**config.mk**
```make
export PLATFORM = sky130hd
export DESIGN_NAME = m4rm_store
export DESIGN_NICKNAME = d
export VERILOG_FILES = /design/src/rtl/matrix4x4_row_multiply_assert.svh /design/src/rtl/m4rm_pkg.sv /design/src/rtl/m4rm_store.sv
export SDC_FILE = /design/constraint.sdc
export NUM_CORES = 1
export LEC_CHECK = 0
export CORE_AREA = 2 2 249 251
export CTS_CLUSTER_DIAMETER = 60
export DETAILED_ROUTE_END_ITERATION = 16
export DIE_AREA = 0 0 251 253
export DONT_BUFFER_PORTS = 1
export GPL_ROUTABILITY_DRIVEN = 1
export PLACE_DENSITY = 0.4
export SYNTH_ARGS = -nofsm -noshare
export SYNTH_HDL_FRONTEND = slang
export SYNTH_SLANG_ARGS = --single-unit
```
**constraint.sdc**
```tcl
create_clock -name i_clk -period 9.2 [get_ports i_clk]
set_input_delay 1.38 -clock i_clk [delete_from_list [all_inputs] [get_ports i_clk]]
set_output_delay 1.38 -clock i_clk [all_outputs]
set_load 0.02 [all_outputs]
```
**src/rtl/matrix4x4_row_multiply_assert.svh**
```systemverilog
// Assertion macros for the 4x4 row multiplier.
// Used by the top level; needs nothing else.
`ifndef MATRIX4X4_ROW_MULTIPLY_ASSERT_SVH
`define MATRIX4X4_ROW_MULTIPLY_ASSERT_SVH

// same-cycle implication
`define M4RM_ASSERT_NOW(label, clk, rst_n, ante, cons, msg) \
    label: assert property (@(posedge clk) disable iff (!rst_n) (ante) |-> (cons)) \
        else $error(msg);

// next-cycle implication
`define M4RM_ASSERT_NEXT(label, clk, rst_n, ante, cons, msg) \
    label: assert property (@(posedge clk) disable iff (!rst_n) (ante) |=> (cons)) \
        else $error(msg);

`endif

```
**src/rtl/m4rm_pkg.sv**
```systemverilog
// Shared widths, types and codes of the 4x4 row multiplier.
// No dependencies.
`default_nettype none

package m4rm_pkg;

    localparam int unsigned N      = 4;
    localparam int unsigned ELEM_W = 32;
    localparam int unsigned ROW_W  = 2;
    localparam int unsigned PROD_W = 2 * ELEM_W;
    localparam int unsigned PAIR_W = PROD_W + 1;
    localparam int unsigned SUM_W  = PROD_W + 2;

    localparam logic REQ_LOAD = 1'b0;
    localparam logic REQ_MUL  = 1'b1;

    localparam logic [ELEM_W-1:0] Q_MAX = {1'b0, {(ELEM_W-1){1'b1}}};
    localparam logic [ELEM_W-1:0] Q_MIN = {1'b1, {(ELEM_W-1){1'b0}}};

    typedef logic signed [ELEM_W-1:0] t_elem;
    typedef t_elem [N-1:0]            t_row;
    typedef t_row [N-1:0]             t_mat;
    typedef logic signed [PROD_W-1:0] t_prod;
    typedef t_prod [N-1:0]            t_prod_row;
    typedef t_prod_row [N-1:0]        t_prod_mat;
    typedef logic signed [PAIR_W-1:0] t_pair;
    typedef t_pair [1:0]              t_pair_row;
    typedef t_pair_row [N-1:0]        t_pair_mat;
    typedef logic signed [SUM_W-1:0]  t_sum;
    typedef t_sum [N-1:0]             t_sum_row;

endpackage

`default_nettype wire

```
**src/rtl/m4rm_store.sv**
```systemverilog
// Right-hand matrix store: sixteen words, written one row per load beat.
// Depends on m4rm_pkg.
`default_nettype none

module m4rm_store (
    input  wire logic                       i_clk,
    input  wire logic                       i_wr_en,
    input  wire logic [m4rm_pkg::ROW_W-1:0] i_wr_row,
    input  wire m4rm_pkg::t_row             i_wr_data,
    output m4rm_pkg::t_mat                  o_mat
);

    m4rm_pkg::t_mat r_mat;

    always_ff @(posedge i_clk) begin
        if (i_wr_en) begin
            r_mat[i_wr_row] <= i_wr_data;
        end
    end

    assign o_mat = r_mat;

endmodule

`default_nettype wire

```
==> impl_metrics.yaml <==
run_status:
  status: "finished, final reports clean"
finish:
  diodes: 0
  nFillCells: 5813
  drive_gt1_share_pct: 14.7
  largest_reg_flops: 512
  nNetsFinal: 710
  final_cells: 1407
  multi_input_area_um2: 55.1
  seq_area_mm2: 0.0154
  final_area_mm2: 0.0182
  area_growth_pct: 17.9
synthesis:
  syn_avg_cell_area_um2: 29.9
  synth_cells: 516
  synth_area_leader_cell: "edfxtp_1"
  yosysMostFrequentCell: "edfxtp_1"
  seq_area_frac_synth_pct: 99.8
  synth_area_leaders: "edfxtp_1, and3b_1, nor3b_2, and3_2"
  yosys-top-cells-count: "edfxtp_1, and3b_1, and3_2, nor3b_2"
  ys.flop_type: "edfxtp_1"
  ys_ff_latch: 512
  synth_nets: 648
  synth.top_cell.area_share_pct: 99.8
  synth_area_mm2: 0.0154
  synth_cell_types: 4
  ys_warn_count: 0
  synth_edf_count: 512
  async_reset_ff_share_pct: 0
route:
  ant_nets: 0
  vias: 5753
  drc_errors: 0
  wl_per_cell_um: 26.1
  first_iter_violations: 360
  routed_via_density: 4.09
  drt_first_pass_iters: 4
  routed_wl_um: 36800
clock_network:
  cts-buffers-inserted: 52
  cts.sinks: 512
  cts.path.max_buffers: 3
  htree_levels: 2
  cts_tree: "yes"
  root_buffer: "clkbuf_16"
  cts_hold_buf: 0
  path_clk_slew_ns: 0.06
  cts_setup_buffers: 0
  cts_resized: 0
critical_path:
  cp_num_buf_inv: 1
  crit_family: "buffers and inverters"
  max_stage_delay_ns: 0.69
  cp-start-kind: "input pin"
  critPathCaptureType: "register"
  critPathMaxFanout: 56
  cp_cell_sequence: "and3b_4 -> buf_4"
  cp.arrival_ns: 2.71
  slowest_stage: "buf_4"
  critical_path_required_ns: 9.39
  critical_path_class: "input pin to register"
grt:
  grt_pass1_wl_um: 48700
  grt-busiest-layer: "met2"
  grt_max_degree: 66
  grt_pass1_vias: 5837
  grt_use_met1_pct: 10.2
  use_met3_pct: 5.71
  antenna_found_initial: 2
  track_usage_pct: 10.7
  grt_overflow_total: 0
  grt_util_met2_pct: 19.2
die:
  die_w_um: 251
  rows: 91
  coreArea_mm2: 0.0610
  fp.dieArea_mm2: 0.0635
  ios: 644
  fp.dieH_um: 253
  start_util_pct: 25.3
sta:
  fmax_mhz: 397
  period_needed_ns: 2.52
  drv_slew: 0
  rsz0062_at_grt: "false"
  setup_viol: 0
  hold_viol: 0
  final.period_utilization_pct: 27.4
  worst-slew-pin-transition_ns: 1.06
  fin_ws_ns: 6.68
  hold-worst-slack_ns: 0.900
  tns_ns: 0
  timing.slew.headroom_pct: 29.4
placement:
  dp_hpwl_um: 24700
  placed_area_mm2: 0.0165
  pre_cts_ws_ns: 6.07
  gp_congestion: 0.776
  place_inst: 1314
  portBuffers: 0
power:
  p_leak_nw: 5.58
  ir_drop_mv: 0.152
  p_per_area_mw_per_mm2: 275
job:
  maxCapViolCount: 0
hold_path:
  holdCritPathClass: "input pin to register"
[worst paths after layout]
| check | from | end | slack (ns) | depth (start not counted) |
|---|---|---|---|---|
| max | i_wr_row[1] | o_mat[223] | 6.68 | 2 |
| min | i_wr_data[116] | o_mat[500] | 0.90 | 0 |
[through the flow]
step / power (mW) / util, %
after floorplan: 2.94 / -
after global placement: 2.99 / 27.0
after detailed placement: 2.99 / 27.0
after CTS: 5.07 / 29.8
after global routing: 5.17 / 29.8
final: 5.00 / 29.8
[cells by family after synthesis]
| family | Yosys count | share of synthesized area (%) |
|---|---|---|
| flops | 512 | 99.8 |
| simple gates | 4 | 0.244 |
[metal layers]
metal	share of wire, %	wire length, um
met4	3.3	1210
met5	0.073	27
met1	32	11600
met3	11	4020
met2	54	19900
[power by group]
| part | internal, mW | leakage (nW) | switching (mW) |
|---|---|---|---|
| combinational | 0.00281 | 0.0606 | 0.0389 |
| sequential | 2.70 | 4.70 | 0.190 |
| clock | 1.22 | 0.815 | 0.845 |
[layout make-up]
cell class	count	area share, %
Clock inverter	36	1.91
Tap cell	790	5.44
Clock buffer	57	7.38
Sequential cell	512	84.6
Multi-Input combinational cell	4	0.303
Timing Repair Buffer	8	0.331
[cells in the final DEF, fill, tap and decap left out, drive strengths merged]
cell type,n
inv,1
edfxtp,512
buf,8
bufinv,6
nor3b,1
clkbuf,57
and3,1
clkinvlp,6
clkinv,23
and3b,2
(Power assumes the default switching activity.)
