[config.mk]
export PLATFORM = sky130hd
export DESIGN_NAME = m4rm_sum
export DESIGN_NICKNAME = d
export VERILOG_FILES = /design/src/rtl/matrix4x4_row_multiply_assert.svh /design/src/rtl/m4rm_pkg.sv /design/src/rtl/m4rm_sum.sv
export SDC_FILE = /design/constraint.sdc
export NUM_CORES = 2
export LEC_CHECK = 0
export ABC_CLOCK_PERIOD_IN_PS = 15700
export BUFFER_PORTS_ARGS = -buffer_cell sky130_fd_sc_hd__clkbuf_2
export CAP_MARGIN = 10
export CORE_AREA = 2 2 503 505
export CTS_BUF_LIST = sky130_fd_sc_hd__clkbuf_16
export CTS_CLUSTER_DIAMETER = 40
export DETAILED_ROUTE_END_ITERATION = 8
export DIE_AREA = 0 0 505 507
export GPL_ROUTABILITY_DRIVEN = 0
export GPL_TIMING_DRIVEN = 1
export PLACE_DENSITY = 0.4
export SYNTH_ARGS = -nofsm -noshare
export SYNTH_HDL_FRONTEND = slang
export SYNTH_SLANG_ARGS = --single-unit
[constraint.sdc]
create_clock -name i_clk -period 15.7 [get_ports i_clk]
set_input_delay 0.785 -clock i_clk [delete_from_list [all_inputs] [get_ports i_clk]]
set_output_delay 0.785 -clock i_clk [all_outputs]
set_load 0.05 [all_outputs]
[src/rtl/matrix4x4_row_multiply_assert.svh]
// Assertion macros for the 4x4 row multiplier.
// Used by the top level; needs nothing else.
`ifndef MATRIX4X4_ROW_MULTIPLY_ASSERT_SVH
`define MATRIX4X4_ROW_MULTIPLY_ASSERT_SVH

// same-cycle implication
`define M4RM_ASSERT_NOW(label, clk, rst_n, ante, cons, msg) \
    label: assert property (@(posedge clk) disable iff (!rst_n) (ante) |-> (cons)) \
        else $error(msg);

// next-cycle implication
`define M4RM_ASSERT_NEXT(label, clk, rst_n, ante, cons, msg) \
    label: assert property (@(posedge clk) disable iff (!rst_n) (ante) |=> (cons)) \
        else $error(msg);

`endif

[src/rtl/m4rm_pkg.sv]
// Shared widths, types and codes of the 4x4 row multiplier.
// No dependencies.
`default_nettype none

package m4rm_pkg;

    localparam int unsigned N      = 4;
    localparam int unsigned ELEM_W = 32;
    localparam int unsigned ROW_W  = 2;
    localparam int unsigned PROD_W = 2 * ELEM_W;
    localparam int unsigned PAIR_W = PROD_W + 1;
    localparam int unsigned SUM_W  = PROD_W + 2;

    localparam logic REQ_LOAD = 1'b0;
    localparam logic REQ_MUL  = 1'b1;

    localparam logic [ELEM_W-1:0] Q_MAX = {1'b0, {(ELEM_W-1){1'b1}}};
    localparam logic [ELEM_W-1:0] Q_MIN = {1'b1, {(ELEM_W-1){1'b0}}};

    typedef logic signed [ELEM_W-1:0] t_elem;
    typedef t_elem [N-1:0]            t_row;
    typedef t_row [N-1:0]             t_mat;
    typedef logic signed [PROD_W-1:0] t_prod;
    typedef t_prod [N-1:0]            t_prod_row;
    typedef t_prod_row [N-1:0]        t_prod_mat;
    typedef logic signed [PAIR_W-1:0] t_pair;
    typedef t_pair [1:0]              t_pair_row;
    typedef t_pair_row [N-1:0]        t_pair_mat;
    typedef logic signed [SUM_W-1:0]  t_sum;
    typedef t_sum [N-1:0]             t_sum_row;

endpackage

`default_nettype wire

[src/rtl/m4rm_sum.sv]
// Stages 3 and 4: add product pairs, then the two pair sums per column.
// Depends on m4rm_pkg.
`default_nettype none

module m4rm_sum (
    input  wire logic               i_clk,
    input  wire logic               i_rst_n,
    input  wire logic               i_valid,
    input  wire m4rm_pkg::t_prod_mat i_prod,
    output logic                    o_ready,
    output logic                    o_valid,
    output m4rm_pkg::t_sum_row      o_sum,
    input  wire logic               i_ready
);

    logic                r_v3;
    logic                r_v4;
    m4rm_pkg::t_pair_mat r_pair;
    m4rm_pkg::t_sum_row  r_sum;
    logic                adv3;
    logic                adv4;

    assign adv4    = !r_v4 || i_ready;
    assign adv3    = !r_v3 || adv4;
    assign o_ready = adv3;

    always_ff @(posedge i_clk) begin
        if (!i_rst_n) begin
            r_v3 <= 1'b0;
            r_v4 <= 1'b0;
        end else begin
            if (adv3) begin
                r_v3 <= i_valid;
            end
            if (adv4) begin
                r_v4 <= r_v3;
            end
        end
    end

    always_ff @(posedge i_clk) begin
        if (adv3 && i_valid) begin
            for (int j = 0; j < m4rm_pkg::N; j++) begin
                r_pair[j][0] <= m4rm_pkg::PAIR_W'($signed(i_prod[j][0]))
                              + m4rm_pkg::PAIR_W'($signed(i_prod[j][1]));
                r_pair[j][1] <= m4rm_pkg::PAIR_W'($signed(i_prod[j][2]))
                              + m4rm_pkg::PAIR_W'($signed(i_prod[j][3]));
            end
        end
    end

    always_ff @(posedge i_clk) begin
        if (adv4 && r_v3) begin
            for (int j = 0; j < m4rm_pkg::N; j++) begin
                r_sum[j] <= m4rm_pkg::SUM_W'($signed(r_pair[j][0]))
                          + m4rm_pkg::SUM_W'($signed(r_pair[j][1]));
            end
        end
    end

    assign o_valid = r_v4;
    assign o_sum   = r_sum;

endmodule

`default_nettype wire

==> impl_results.md <==
- Max Clk Rate: between 200 and 250 MHz
- Reg power frac: roughly 28%
- FILL cells: 26300
- Final worst-path cycle share: between 30% and 40%
- CP max FO: 5
- Clock root buffer: clkbuf_16
- Fraction of registers with async set/reset: 0%
- Num rows: 184
- Vias: between 60000 and 70000
- Power per cell area: between 100 and 150 mW/mm²
- Unique masters post-synth: between 100 and 150
- Dpl ws: 10160 ps
- IO buf count: 1293
- Clock sinks: between 700 and 800
- CP Capture Type: flip-flop
- Drt wl/cell: between 20 and 25 µm
- Worst R2R Path Depth: 14
- Synthesized Nets: approximately 8800
- Detailed-placement wirelength estimate: around 240000 µm
- Max IR drop VDD: 0.0931 mV
- Critical path arrival: around 5400 ps
- Area of the multi-input gates: just over 0.04 mm²
- Final hold slack: approximately 190 ps
- Post-route cell area: 0.0822 mm²
- Slew HR: approximately 32%
- H-tree depth: 4
- Residual DRC count: 0
- CORE AREA: approximately 0.25 mm²
- Die Area: about 0.26 mm²
- Register area: around 0.024 mm²
- P_int: 6.77 mW
- Warnings from Yosys: 0
- Initial Util: between 20% and 30%
- Crit start category: flip-flop
- Most common cell after layout, fill and taps aside: clkbuf_2
- Reg clk slew, reported paths: about 50 ps
- Total track usage: roughly a fifth
- Sequential area share after synthesis: a little over a third
- Pin count of the biggest net entering global routing: 128
- Clock Latency Late Sink: 820 ps
- Worst-margin pin slew: 1010 ps
- Num CTS Buffers: between 150 and 200
- Post-CTS Setup Bufs: 0
- Worst setup path startpoint: r_pair[130]
- Sw frac: around two fifths
- Finished Core Util: ~33%
- Seq cells post-synth: 786
- Slew Limit Fails: 0
- Total gr overflow: 0
- Outcome: finished, final reports clean
- CTS resizes: 0
- Pre-Repair DR Iteration Count: 8
- Avg Vias per Cell: about 5.1
- Die W: slightly above 500 µm
- Maximum capacitance violations: 0
- Final hold violation count: 0
- Leakage: approximately 36 nW
- EDFF count, synth: between 700 and 800
- Power Total: approximately 11 mW
- Post-layout nets: ~10000
- Non-filler cells in the finished layout: 11700
- Logic gate share of total power: between 30 and 40%
- # hold bufs at CTS: 0
- Minimum clock period: 4830 ps
- CTS tree: built
- Area grow syn2layout: 24.5%
- Placed Cells: 11400
- Vias in the first global route: ~60000
- Endpoints failing setup: 0
- Worst Setup Path Type: reg -> reg
- Placed cell areas: about 0.076 mm²
- Primary FF master, synth: edfxtp_1
- Ports: roughly 1300
- Clk pwr share: a little over a third
- Antenna viol nets, final: 0
- Die Height: between 500 and 600 µm
- Synth Cell Area: 0.0660 mm²
- Share of cells above drive strength 1: roughly 20%
- First-pass GRT wire length: 404000 µm
- Worst reg2reg startpoint: r_pair[130]
- Cells after Synth: 6950
- Longest Clk Path Bufs: 3
- WL final: between 200000 and 300000 µm
- Fin Setup TNS: 0 ps
- Final setup margin: roughly 11000 ps
- Initial antenna violation count: 59
- Setup Skew: ~76 ps
- Net switching power: roughly 4.2 mW
- Critical Path Sink: o_sum[124]
- R2r setup slk: 10870 ps
- RSZ-0062 raised after global routing: false
- Crit Reg-Reg Endpoint: o_sum[124]
- Commonest cells after routing, fill and taps aside: clkbuf_2 (1293), a21oi_1 (827), edfxtp_1 (784), ha_1 (772), nand2_1 (519)
- Req. time, crit path: 16250 ps
- Worst Hold Class: in -> reg
- Initial DRC count: 4597
- Avg Inst Size Synth: approximately 9.5 µm²
## worst max-delay path, cell delays in order, from the launching register on
cell and delay (ps):
edfxtp_1 330, ha_1 270, inv_1 80, fa_1 420, nand2b_1 190, a21oi_1 420
o211ai_1 310, a21oi_1 330, o211ai_1 220, o21ai_1 530, a31oi_1 360, o31a_1 460
o21bai_2 320, a21boi_0 180, xnor2_1 160
## synth_stat cells, types with 18 or more instances
cell type	count	area (µm²)
a41oi_1	23	201
o21bai_1	150	1130
a211oi_1	69	518
a21o_1	449	3370
nand4_1	168	1050
clkbuf_1	226	848
or3_1	25	156
ha_1	772	9660
nand2_1	519	1950
a221oi_1	28	245
a21boi_0	24	180
a21oi_1	827	4140
and2_1	40	250
xnor2_1	475	4160
o31ai_1	38	285
or2_2	19	119
o21ai_0	402	2010
nand3_1	131	656
and4_1	24	210
edfxtp_1	784	23500
o21ai_1	18	90.1
nand2b_1	83	519
nor2_1	373	1400
nor3_1	87	435
and3_1	67	419
xor2_1	257	2250
nor2b_1	90	563
a31oi_1	99	619
o211ai_1	62	465
o21a_1	96	721
inv_1	212	796
## cell families (layout without fill, tap and decap cells)
logic type	count (synthesis)	after routing	share of synthesized area [%]
adders and majority gates	784	784	15.0
buffers and inverters	448	1855	2.57
and+or+nand+nor	1678	1678	12.3
DFF	786	786	35.7
AOI/OAI and AO/OA	2518	2518	24.6
other	0	29	0
muxes	4	4	0.0644
xor gates and xnor gates	732	732	9.71
## sequential cells by signal, indices dropped and copies added (netlist names)
name,count
r_pair,520
o_valid,1
o_sum,264
r_v3,1
## layout make-up
cell class / instances / area share [%]
Antenna cell: 29 / 0.0883
Clock buffer: 178 / 5.42
Clock inverter: 153 / 2.09
Inverter: 212 / 0.968
Multi-Input combinational cell: 5716 / 49.6
Sequential cell: 786 / 28.7
Tap cell: 3348 / 5.10
Timing Repair Buffer: 1312 / 8.06
## per-layer routing
layer	vias up	GRT usage, %	share of wire (%)
met5	-	0	0.016
met4	6	8.00	3.6
met3	404	4.12	6.1
met2	2146	35.3	47
met1	28900	27.0	43
li1	29000	-	-
## worst min-delay path by stage
stage                        from      end  depth (start not counted)
after floorplan              r_v3  o_valid                          1
after global placement       r_v3  o_valid                          1
after detailed placement     r_v3  o_valid                          1
after CTS                 i_rst_n  o_valid                          2
after global routing      i_rst_n  o_valid                          2
final                     i_rst_n  o_valid                          2
## power groups by stage
stage	logic [mW]	clock network, mW	registers (mW)
floorplan	2.40	0	3.43
global placement	4.13	0	3.08
detailed placement	4.12	0	3.08
CTS	4.14	3.91	3.04
global route	4.51	4.01	3.06
finish	4.13	3.81	3.04
Note: power is estimated with default switching activity, not from simulation.
