==> config.mk <==
export PLATFORM = sky130hd
export DESIGN_NAME = m4rm_sat
export DESIGN_NICKNAME = d
export VERILOG_FILES = /design/src/rtl/matrix4x4_row_multiply_assert.svh /design/src/rtl/m4rm_pkg.sv /design/src/rtl/m4rm_sat.sv
export SDC_FILE = /design/constraint.sdc
export NUM_CORES = 1
export LEC_CHECK = 0
export BUFFER_PORTS_ARGS = -buffer_cell sky130_fd_sc_hd__buf_2
export CAP_MARGIN = 20
export CORE_AREA = 2 2 153 155
export DETAILED_ROUTE_END_ITERATION = 12
export DIE_AREA = 0 0 155 157
export HOLD_SLACK_MARGIN = 0.06
export PLACE_DENSITY_LB_ADDON = 0.12
export REMOVE_ABC_BUFFERS = 1
export SLEW_MARGIN = 30
export SYNTH_ARGS = -nofsm -noshare
export SYNTH_HDL_FRONTEND = slang
export SYNTH_SLANG_ARGS = --single-unit
==> constraint.sdc <==
create_clock -name i_clk -period 13.3 [get_ports i_clk]
set_input_delay 3.325 -clock i_clk [delete_from_list [all_inputs] [get_ports i_clk]]
set_output_delay 3.325 -clock i_clk [all_outputs]
set_load 0.02 [all_outputs]
==> src/rtl/matrix4x4_row_multiply_assert.svh <==
// Assertion macros for the 4x4 row multiplier.
// Used by the top level; needs nothing else.
`ifndef MATRIX4X4_ROW_MULTIPLY_ASSERT_SVH
`define MATRIX4X4_ROW_MULTIPLY_ASSERT_SVH

// same-cycle implication
`define M4RM_ASSERT_NOW(label, clk, rst_n, ante, cons, msg) \
    label: assert property (@(posedge clk) disable iff (!rst_n) (ante) |-> (cons)) \
        else $error(msg);

// next-cycle implication
`define M4RM_ASSERT_NEXT(label, clk, rst_n, ante, cons, msg) \
    label: assert property (@(posedge clk) disable iff (!rst_n) (ante) |=> (cons)) \
        else $error(msg);

`endif

==> src/rtl/m4rm_pkg.sv <==
// Shared widths, types and codes of the 4x4 row multiplier.
// No dependencies.
`default_nettype none

package m4rm_pkg;

    localparam int unsigned N      = 4;
    localparam int unsigned ELEM_W = 32;
    localparam int unsigned ROW_W  = 2;
    localparam int unsigned PROD_W = 2 * ELEM_W;
    localparam int unsigned PAIR_W = PROD_W + 1;
    localparam int unsigned SUM_W  = PROD_W + 2;

    localparam logic REQ_LOAD = 1'b0;
    localparam logic REQ_MUL  = 1'b1;

    localparam logic [ELEM_W-1:0] Q_MAX = {1'b0, {(ELEM_W-1){1'b1}}};
    localparam logic [ELEM_W-1:0] Q_MIN = {1'b1, {(ELEM_W-1){1'b0}}};

    typedef logic signed [ELEM_W-1:0] t_elem;
    typedef t_elem [N-1:0]            t_row;
    typedef t_row [N-1:0]             t_mat;
    typedef logic signed [PROD_W-1:0] t_prod;
    typedef t_prod [N-1:0]            t_prod_row;
    typedef t_prod_row [N-1:0]        t_prod_mat;
    typedef logic signed [PAIR_W-1:0] t_pair;
    typedef t_pair [1:0]              t_pair_row;
    typedef t_pair_row [N-1:0]        t_pair_mat;
    typedef logic signed [SUM_W-1:0]  t_sum;
    typedef t_sum [N-1:0]             t_sum_row;

endpackage

`default_nettype wire

==> src/rtl/m4rm_sat.sv <==
// Stage 5: floor shift by the fraction width, clamp to 32 bits, hold the result.
// Depends on m4rm_pkg.
`default_nettype none

module m4rm_sat #(
    parameter int unsigned FRAC_BITS = 16
) (
    input  wire logic               i_clk,
    input  wire logic               i_rst_n,
    input  wire logic               i_valid,
    input  wire m4rm_pkg::t_sum_row i_sum,
    output logic                    o_ready,
    output logic                    o_valid,
    output m4rm_pkg::t_row          o_prod,
    output logic                    o_saturated,
    input  wire logic               i_ready
);

    localparam int unsigned TOP_W = m4rm_pkg::SUM_W - m4rm_pkg::ELEM_W + 1;

    logic               r_v5;
    m4rm_pkg::t_row     r_prod;
    logic               r_sat;
    m4rm_pkg::t_row     n_prod;
    logic               n_sat;
    m4rm_pkg::t_sum_row sh;
    logic               adv5;

    assign adv5    = !r_v5 || i_ready;
    assign o_ready = adv5;

    always_comb begin
        n_sat = 1'b0;
        for (int j = 0; j < m4rm_pkg::N; j++) begin
            sh[j] = $signed(i_sum[j]) >>> FRAC_BITS;
            if (!sh[j][m4rm_pkg::SUM_W-1]
                && (|sh[j][m4rm_pkg::SUM_W-1 -: TOP_W])) begin
                n_prod[j] = m4rm_pkg::Q_MAX;
                n_sat     = 1'b1;
            end else if (sh[j][m4rm_pkg::SUM_W-1]
                         && !(&sh[j][m4rm_pkg::SUM_W-1 -: TOP_W])) begin
                n_prod[j] = m4rm_pkg::Q_MIN;
                n_sat     = 1'b1;
            end else begin
                n_prod[j] = sh[j][m4rm_pkg::ELEM_W-1:0];
            end
        end
    end

    always_ff @(posedge i_clk) begin
        if (!i_rst_n) begin
            r_v5 <= 1'b0;
        end else if (adv5) begin
            r_v5 <= i_valid;
        end
    end

    always_ff @(posedge i_clk) begin
        if (adv5 && i_valid) begin
            r_prod <= n_prod;
            r_sat  <= n_sat;
        end
    end

    assign o_valid     = r_v5;
    assign o_prod      = r_prod;
    assign o_saturated = r_sat;

endmodule

`default_nettype wire

==> flow_metrics.tcl, run 1 <==
set metrics [dict create \
    grt.overflow.total 0 \
    outcome "completed" \
    post_cts_resized 0 \
    synth_area_leaders "edfxtp_1 (69%), nor2_1 (14%), nor2_2 (5.2%), nand4_1 (1.9%), nor4_1 (1.6%)" \
    fin_nets 1080 \
    yosysTopAreaCell "edfxtp_1" \
    drtPass1Iterations 4 \
    clkSinkCount 130 \
    routedWlPerCell_um 15.0 \
    fin_util_pct 36.5 \
    rsz0062_at_grt "false" \
    slowest_stage "buf_2" \
    path_class "input pin to primary output" \
    hold_class "flop to flop" \
    groute.usage.overall_pct 13.5 \
    port_buffers 334 \
    clk-insertion-delay-late_ns 0.41 \
    cpPeakStageDelay_ns 0.17 \
    synth_top_area_share_pct 69.3 \
    htree_levels 4 \
    start_util_pct 24.8 \
    vias 4652 \
    whs_ns 0.538 \
    row_count 55 \
    dp.final_hpwl_um 12200 \
    path_cells "buf_2, nand2b_1, buf_2" \
    drv_slew 0 \
    io_pins 399 \
    fin_crit_sh_pct 53.1 \
    netlist_instances 481 \
    synth_edf_count 129 \
    drc 0 \
    dpl_cell_area_um2 7550 \
    combPwrFrac_pct 12.7 \
    chipWidth_um 155 \
    final_antenna_net_count 0 \
    setup.worst_path.end_class "primary output" \
    drt_iter0_markers 185 \
    design_area_um2 8220 \
    r2r_start "o_valid" \
    die_area_um2 24300 \
    totalNegativeSetupSlack_ns 0 \
    syn2layout_area_growth_pct 47.2 \
    yosys_warnings 0 \
    critPathLaunchType "input pin" \
    totalWireLength_um 16700 \
    fin_skew_ns 0.00882 \
    slew_headroom_pct 49.8 \
    p_switching_mw 0.282 \
    ys.flop_type "edfxtp_1" \
    core-area_um2 22500 \
    crit_top_cell "buf_2" \
    swShare_pct 24.1 \
    n_fill_cell 2350 \
    required_ns 9.97 \
    hp-start "o_valid" \
    internal_power_mw 0.891 \
    crit_path_max_fanout 3 \
    antenna_found_initial 3 \
    vdd_drop_max_uv 67.7 \
    cap_violations 0 \
    netlist_area_um2 5590 \
    finalSetupViolations 0 \
    tightest_slew_ns 0.753 \
    clockBufferDepth 2 \
    leakage_nw 3.55 \
    dieHeight_um 157 \
    hold_viol_final 0 \
    min_period_ns 7.07 \
    netlist_top_cells_count "nor2_1 (206), edfxtp_1 (129), nor2_2 (46)" \
    drive_above_1_share_pct 52.1 \
    viasPerCell 4.18 \
    powerDensity_nw_per_um2 143 \
    grt_pass1_wl_um 25200 \
    rrSetupSlack_ns 11.12 \
    grt_start_max_net_pins 78 \
    synthArstFlopShare_pct 0 \
    critPathArrivalTime_ns 3.74 \
    syn_avg_cell_area_um2 11.6 \
    clockRootBuffer "clkbuf_16" \
    cts_buffers 17 \
    clkPwrFrac_pct 45.6 \
    post-cts-setup-buffers 0 \
    synth.most_common_cell "nor2_1" \
    pwr-share-seq_pct 41.8 \
    ys_types 25 \
    timing.fmax_mhz 142 \
    seq_area_frac_synth_pct 69.7 \
    cts_tree "built" \
    path_clk_slew_ns 0.06 \
    synth-seq-cells 130 \
    globalplace.congestion 0.766 \
    grt_pass1_vias 4551 \
    crit_start "i_ready" \
    postCtsHoldBufs 0 \
]
-- layer usage --
metal | global-route usage, % | up-vias | wire length [um]
li1 | - | 2322 | -
met1 | 15.7 | 2118 | 6630
met2 | 22.4 | 183 | 8360
met3 | 4.10 | 29 | 1230
met4 | 7.05 | 0 | 500
met5 | 0 | - | 0
-- cell type report --
class	instances	area (um2)	area share, %
antenna	3	7.51	0.0913
timing repair buffer	342	1750	21.3
sequential	130	3890	47.3
multi-input combinational	320	1550	18.8
tap	285	357	4.34
clock buffer	19	433	5.26
clock inverter	12	230	2.80
inverter	1	3.75	0.0456
-- final timing paths --
check / end / depth (start not counted)
max: o_ready / 3
min: o_valid / 2
max reg2reg: o_prod[111] / 3
min reg2reg: o_valid / 2
-- cell families after synthesis --
group / synth area share, %
DFF: 69.7
AOI/OAI and AO/OA: 1.34
and+or+nand+nor: 25.6
muxes: 0.358
buffers and inverters: 3.02
-- worst max-delay path, delay by kind of cell --
| kind | cells | cell delay (ns) |
|---|---|---|
| buffers and inverters | 2 | 0.26 |
| AND/OR/NAND/NOR | 1 | 0.15 |
-- power groups by stage --
stage	combinational, mW	clock (mW)	sequential, mW
after global routing	0.163	0.566	0.493
after CTS	0.152	0.550	0.490
after floorplan	0.0394	0	0.538
after global placement	0.151	0	0.498
after detailed placement	0.151	0	0.499
final	0.149	0.535	0.490
-- flip-flops by register name (all words and copies together) (netlist names) --
| register | flops |
|---|---|
| o_prod | 128 |
| o_saturated | 1 |
| o_valid | 1 |
-- cells in the final DEF, fill, tap and decap left out, types with 3 or more instances in the layout --
cell / netlist / final
edfxtp_1: 129 / 129
nand2_1: 6 / 6
nand4_1: 17 / 17
nand3_1: 4 / 4
clkbuf_16: 0 / 17
bufinv_16: 0 / 6
nor2_2: 46 / 46
nor4_1: 14 / 14
buf_4: 0 / 5
nor2_1: 206 / 206
diode_2: 0 / 3
buf_2: 6 / 334
nor3_1: 4 / 4
-- stage by stage --
stage | cells | power (mW) | setup slack [ns]
after floorplan | 451 | 0.577 | 6.21
after global placement | 1076 | 0.649 | 6.23
after detailed placement | 1078 | 0.650 | 6.24
after CTS | 1109 | 1.19 | 6.24
after global routing | 1112 | 1.22 | 6.21
final | 1112 | 1.17 | 6.23
(Power assumes the default switching activity.)
==> inputs of run 2 (changes only) <==
clock period = 6.9 ns   (was 13.3 ns; I/O delays follow)
==> flow_metrics.tcl, run 2 (same netlist as run 1, synthesis figures left out) <==
set metrics [dict create \
    finalWorstSetupSlack_ns 3.03 \
    internal_power_mw 1.68 \
    drtPass1Iterations 4 \
    drc 0 \
    clkSinkCount 130 \
    grt_start_max_net_pins 46 \
    dpl_cell_area_um2 7540 \
    leakage_nw 3.53 \
    io_pins 399 \
    chipWidth_um 155 \
    min_period_ns 3.87 \
    combPwrFrac_pct 12.8 \
    routedWlPerCell_um 15.4 \
    dieHeight_um 157 \
    htree_levels 4 \
    drv_slew 0 \
    critPathLaunchType "input pin" \
    powerDensity_nw_per_um2 273 \
    clkPwrFrac_pct 44.8 \
    required_ns 5.18 \
    tightest_slew_ns 0.689 \
    syn2layout_area_growth_pct 46.5 \
    vias 4647 \
    clockBufferDepth 2 \
    pwr-share-seq_pct 42.4 \
    hold_viol_final 0 \
    row_count 55 \
    fin_total_pwr_mw 2.23 \
    critPathArrivalTime_ns 2.15 \
    cts_tree "built" \
    totalNegativeSetupSlack_ns 0 \
    layout_common_cells "buf_2 (334), nor2_1 (206), edfxtp_1 (129)" \
    dp.final_hpwl_um 12500 \
    globalplace.congestion 0.810 \
    fin_skew_ns 0.00799 \
    largest_register_ff_count 128 \
    cap_violations 0 \
    design_area_um2 8180 \
    drive_above_1_share_pct 52.1 \
    fin_crit_sh_pct 56.1 \
    timing.fmax_mhz 258 \
    post-cts-setup-buffers 0 \
    postCtsHoldBufs 0 \
    post_cts_resized 0 \
    pre_cts_slack_ns 3.03 \
    hold_class "flop to flop" \
    setup.worst_path.end_class "primary output" \
    rsz0062_at_grt "false" \
    clockRootBuffer "clkbuf_16" \
    core-area_um2 22500 \
    finalSetupViolations 0 \
    path_class "input pin to primary output" \
    final_antenna_net_count 0 \
    swShare_pct 24.7 \
    grt.overflow.total 0 \
    slew_headroom_pct 54.1 \
    p_switching_mw 0.551 \
    drt_iter0_markers 267 \
    start_util_pct 24.8 \
    totalWireLength_um 17100 \
    layout_commonest_cell "buf_2" \
    die_area_um2 24300 \
    fin_nets 1080 \
    groute.usage.overall_pct 13.8 \
    cts_buffers 17 \
    grt_pass1_vias 4534 \
    vdd_drop_max_uv 130 \
    outcome "completed" \
    crit_path_max_fanout 3 \
    path_clk_slew_ns 0.06 \
    clk-insertion-delay-late_ns 0.42 \
    port_buffers 334 \
    antenna_found_initial 1 \
    grt_pass1_wl_um 25400 \
    viasPerCell 4.19 \
]
-- run 2: through the flow --
stage / util, % / std cells / hold slack, ns
floorplan: - / 451 / 0.750
global placement: 33.5 / 1077 / 0.522
detailed placement: 33.5 / 1078 / 0.525
CTS: 36.3 / 1108 / 0.533
global route: 36.4 / 1109 / 0.559
finish: 36.4 / 1109 / 0.535
-- run 2: path summary, 6_finish.rpt --
check | startpoint | endpoint | slack [ns] | depth (start not counted)
min | o_valid | o_valid | 0.54 | 2
min reg2reg | o_valid | o_valid | 0.54 | 2
max | i_ready | o_ready | 3.03 | 3
max reg2reg | o_valid | o_prod[31] | 4.90 | 3
-- run 2: metal layers --
metal / vias up / track usage (%) / wire (um)
li1: 2322 / - / -
met3: 30 / 4.32 / 1210
met2: 185 / 23.2 / 8580
met1: 2110 / 16.0 / 6820
met4: 0 / 6.75 / 506
met5: - / 0 / 0
-- run 2: critical path, stage by stage --
cell      delay (ns)
buf_2           0.10
nand2b_1        0.16
buf_2           0.17
-- run 2: layout make-up --
| cell class | count | area [um2] |
|---|---|---|
| well taps | 285 | 357 |
| multi-input cells | 320 | 1550 |
| repair buffers | 342 | 1740 |
| clock inverters | 12 | 208 |
| fillers | 2352 | 14300 |
| clock buffers | 18 | 429 |
| diodes | 1 | 2.50 |
| inverters | 1 | 3.75 |
| flip-flops and latches | 130 | 3890 |
-- run 2: power groups by stage --
stage	Sequential (mW)	Combinational, mW	Clock [mW]
floorplan	1.04	0.0759	0
global placement	0.960	0.291	0
detailed placement	0.962	0.292	0
CTS	0.945	0.293	1.02
global route	0.949	0.315	1.06
finish	0.945	0.286	0.999
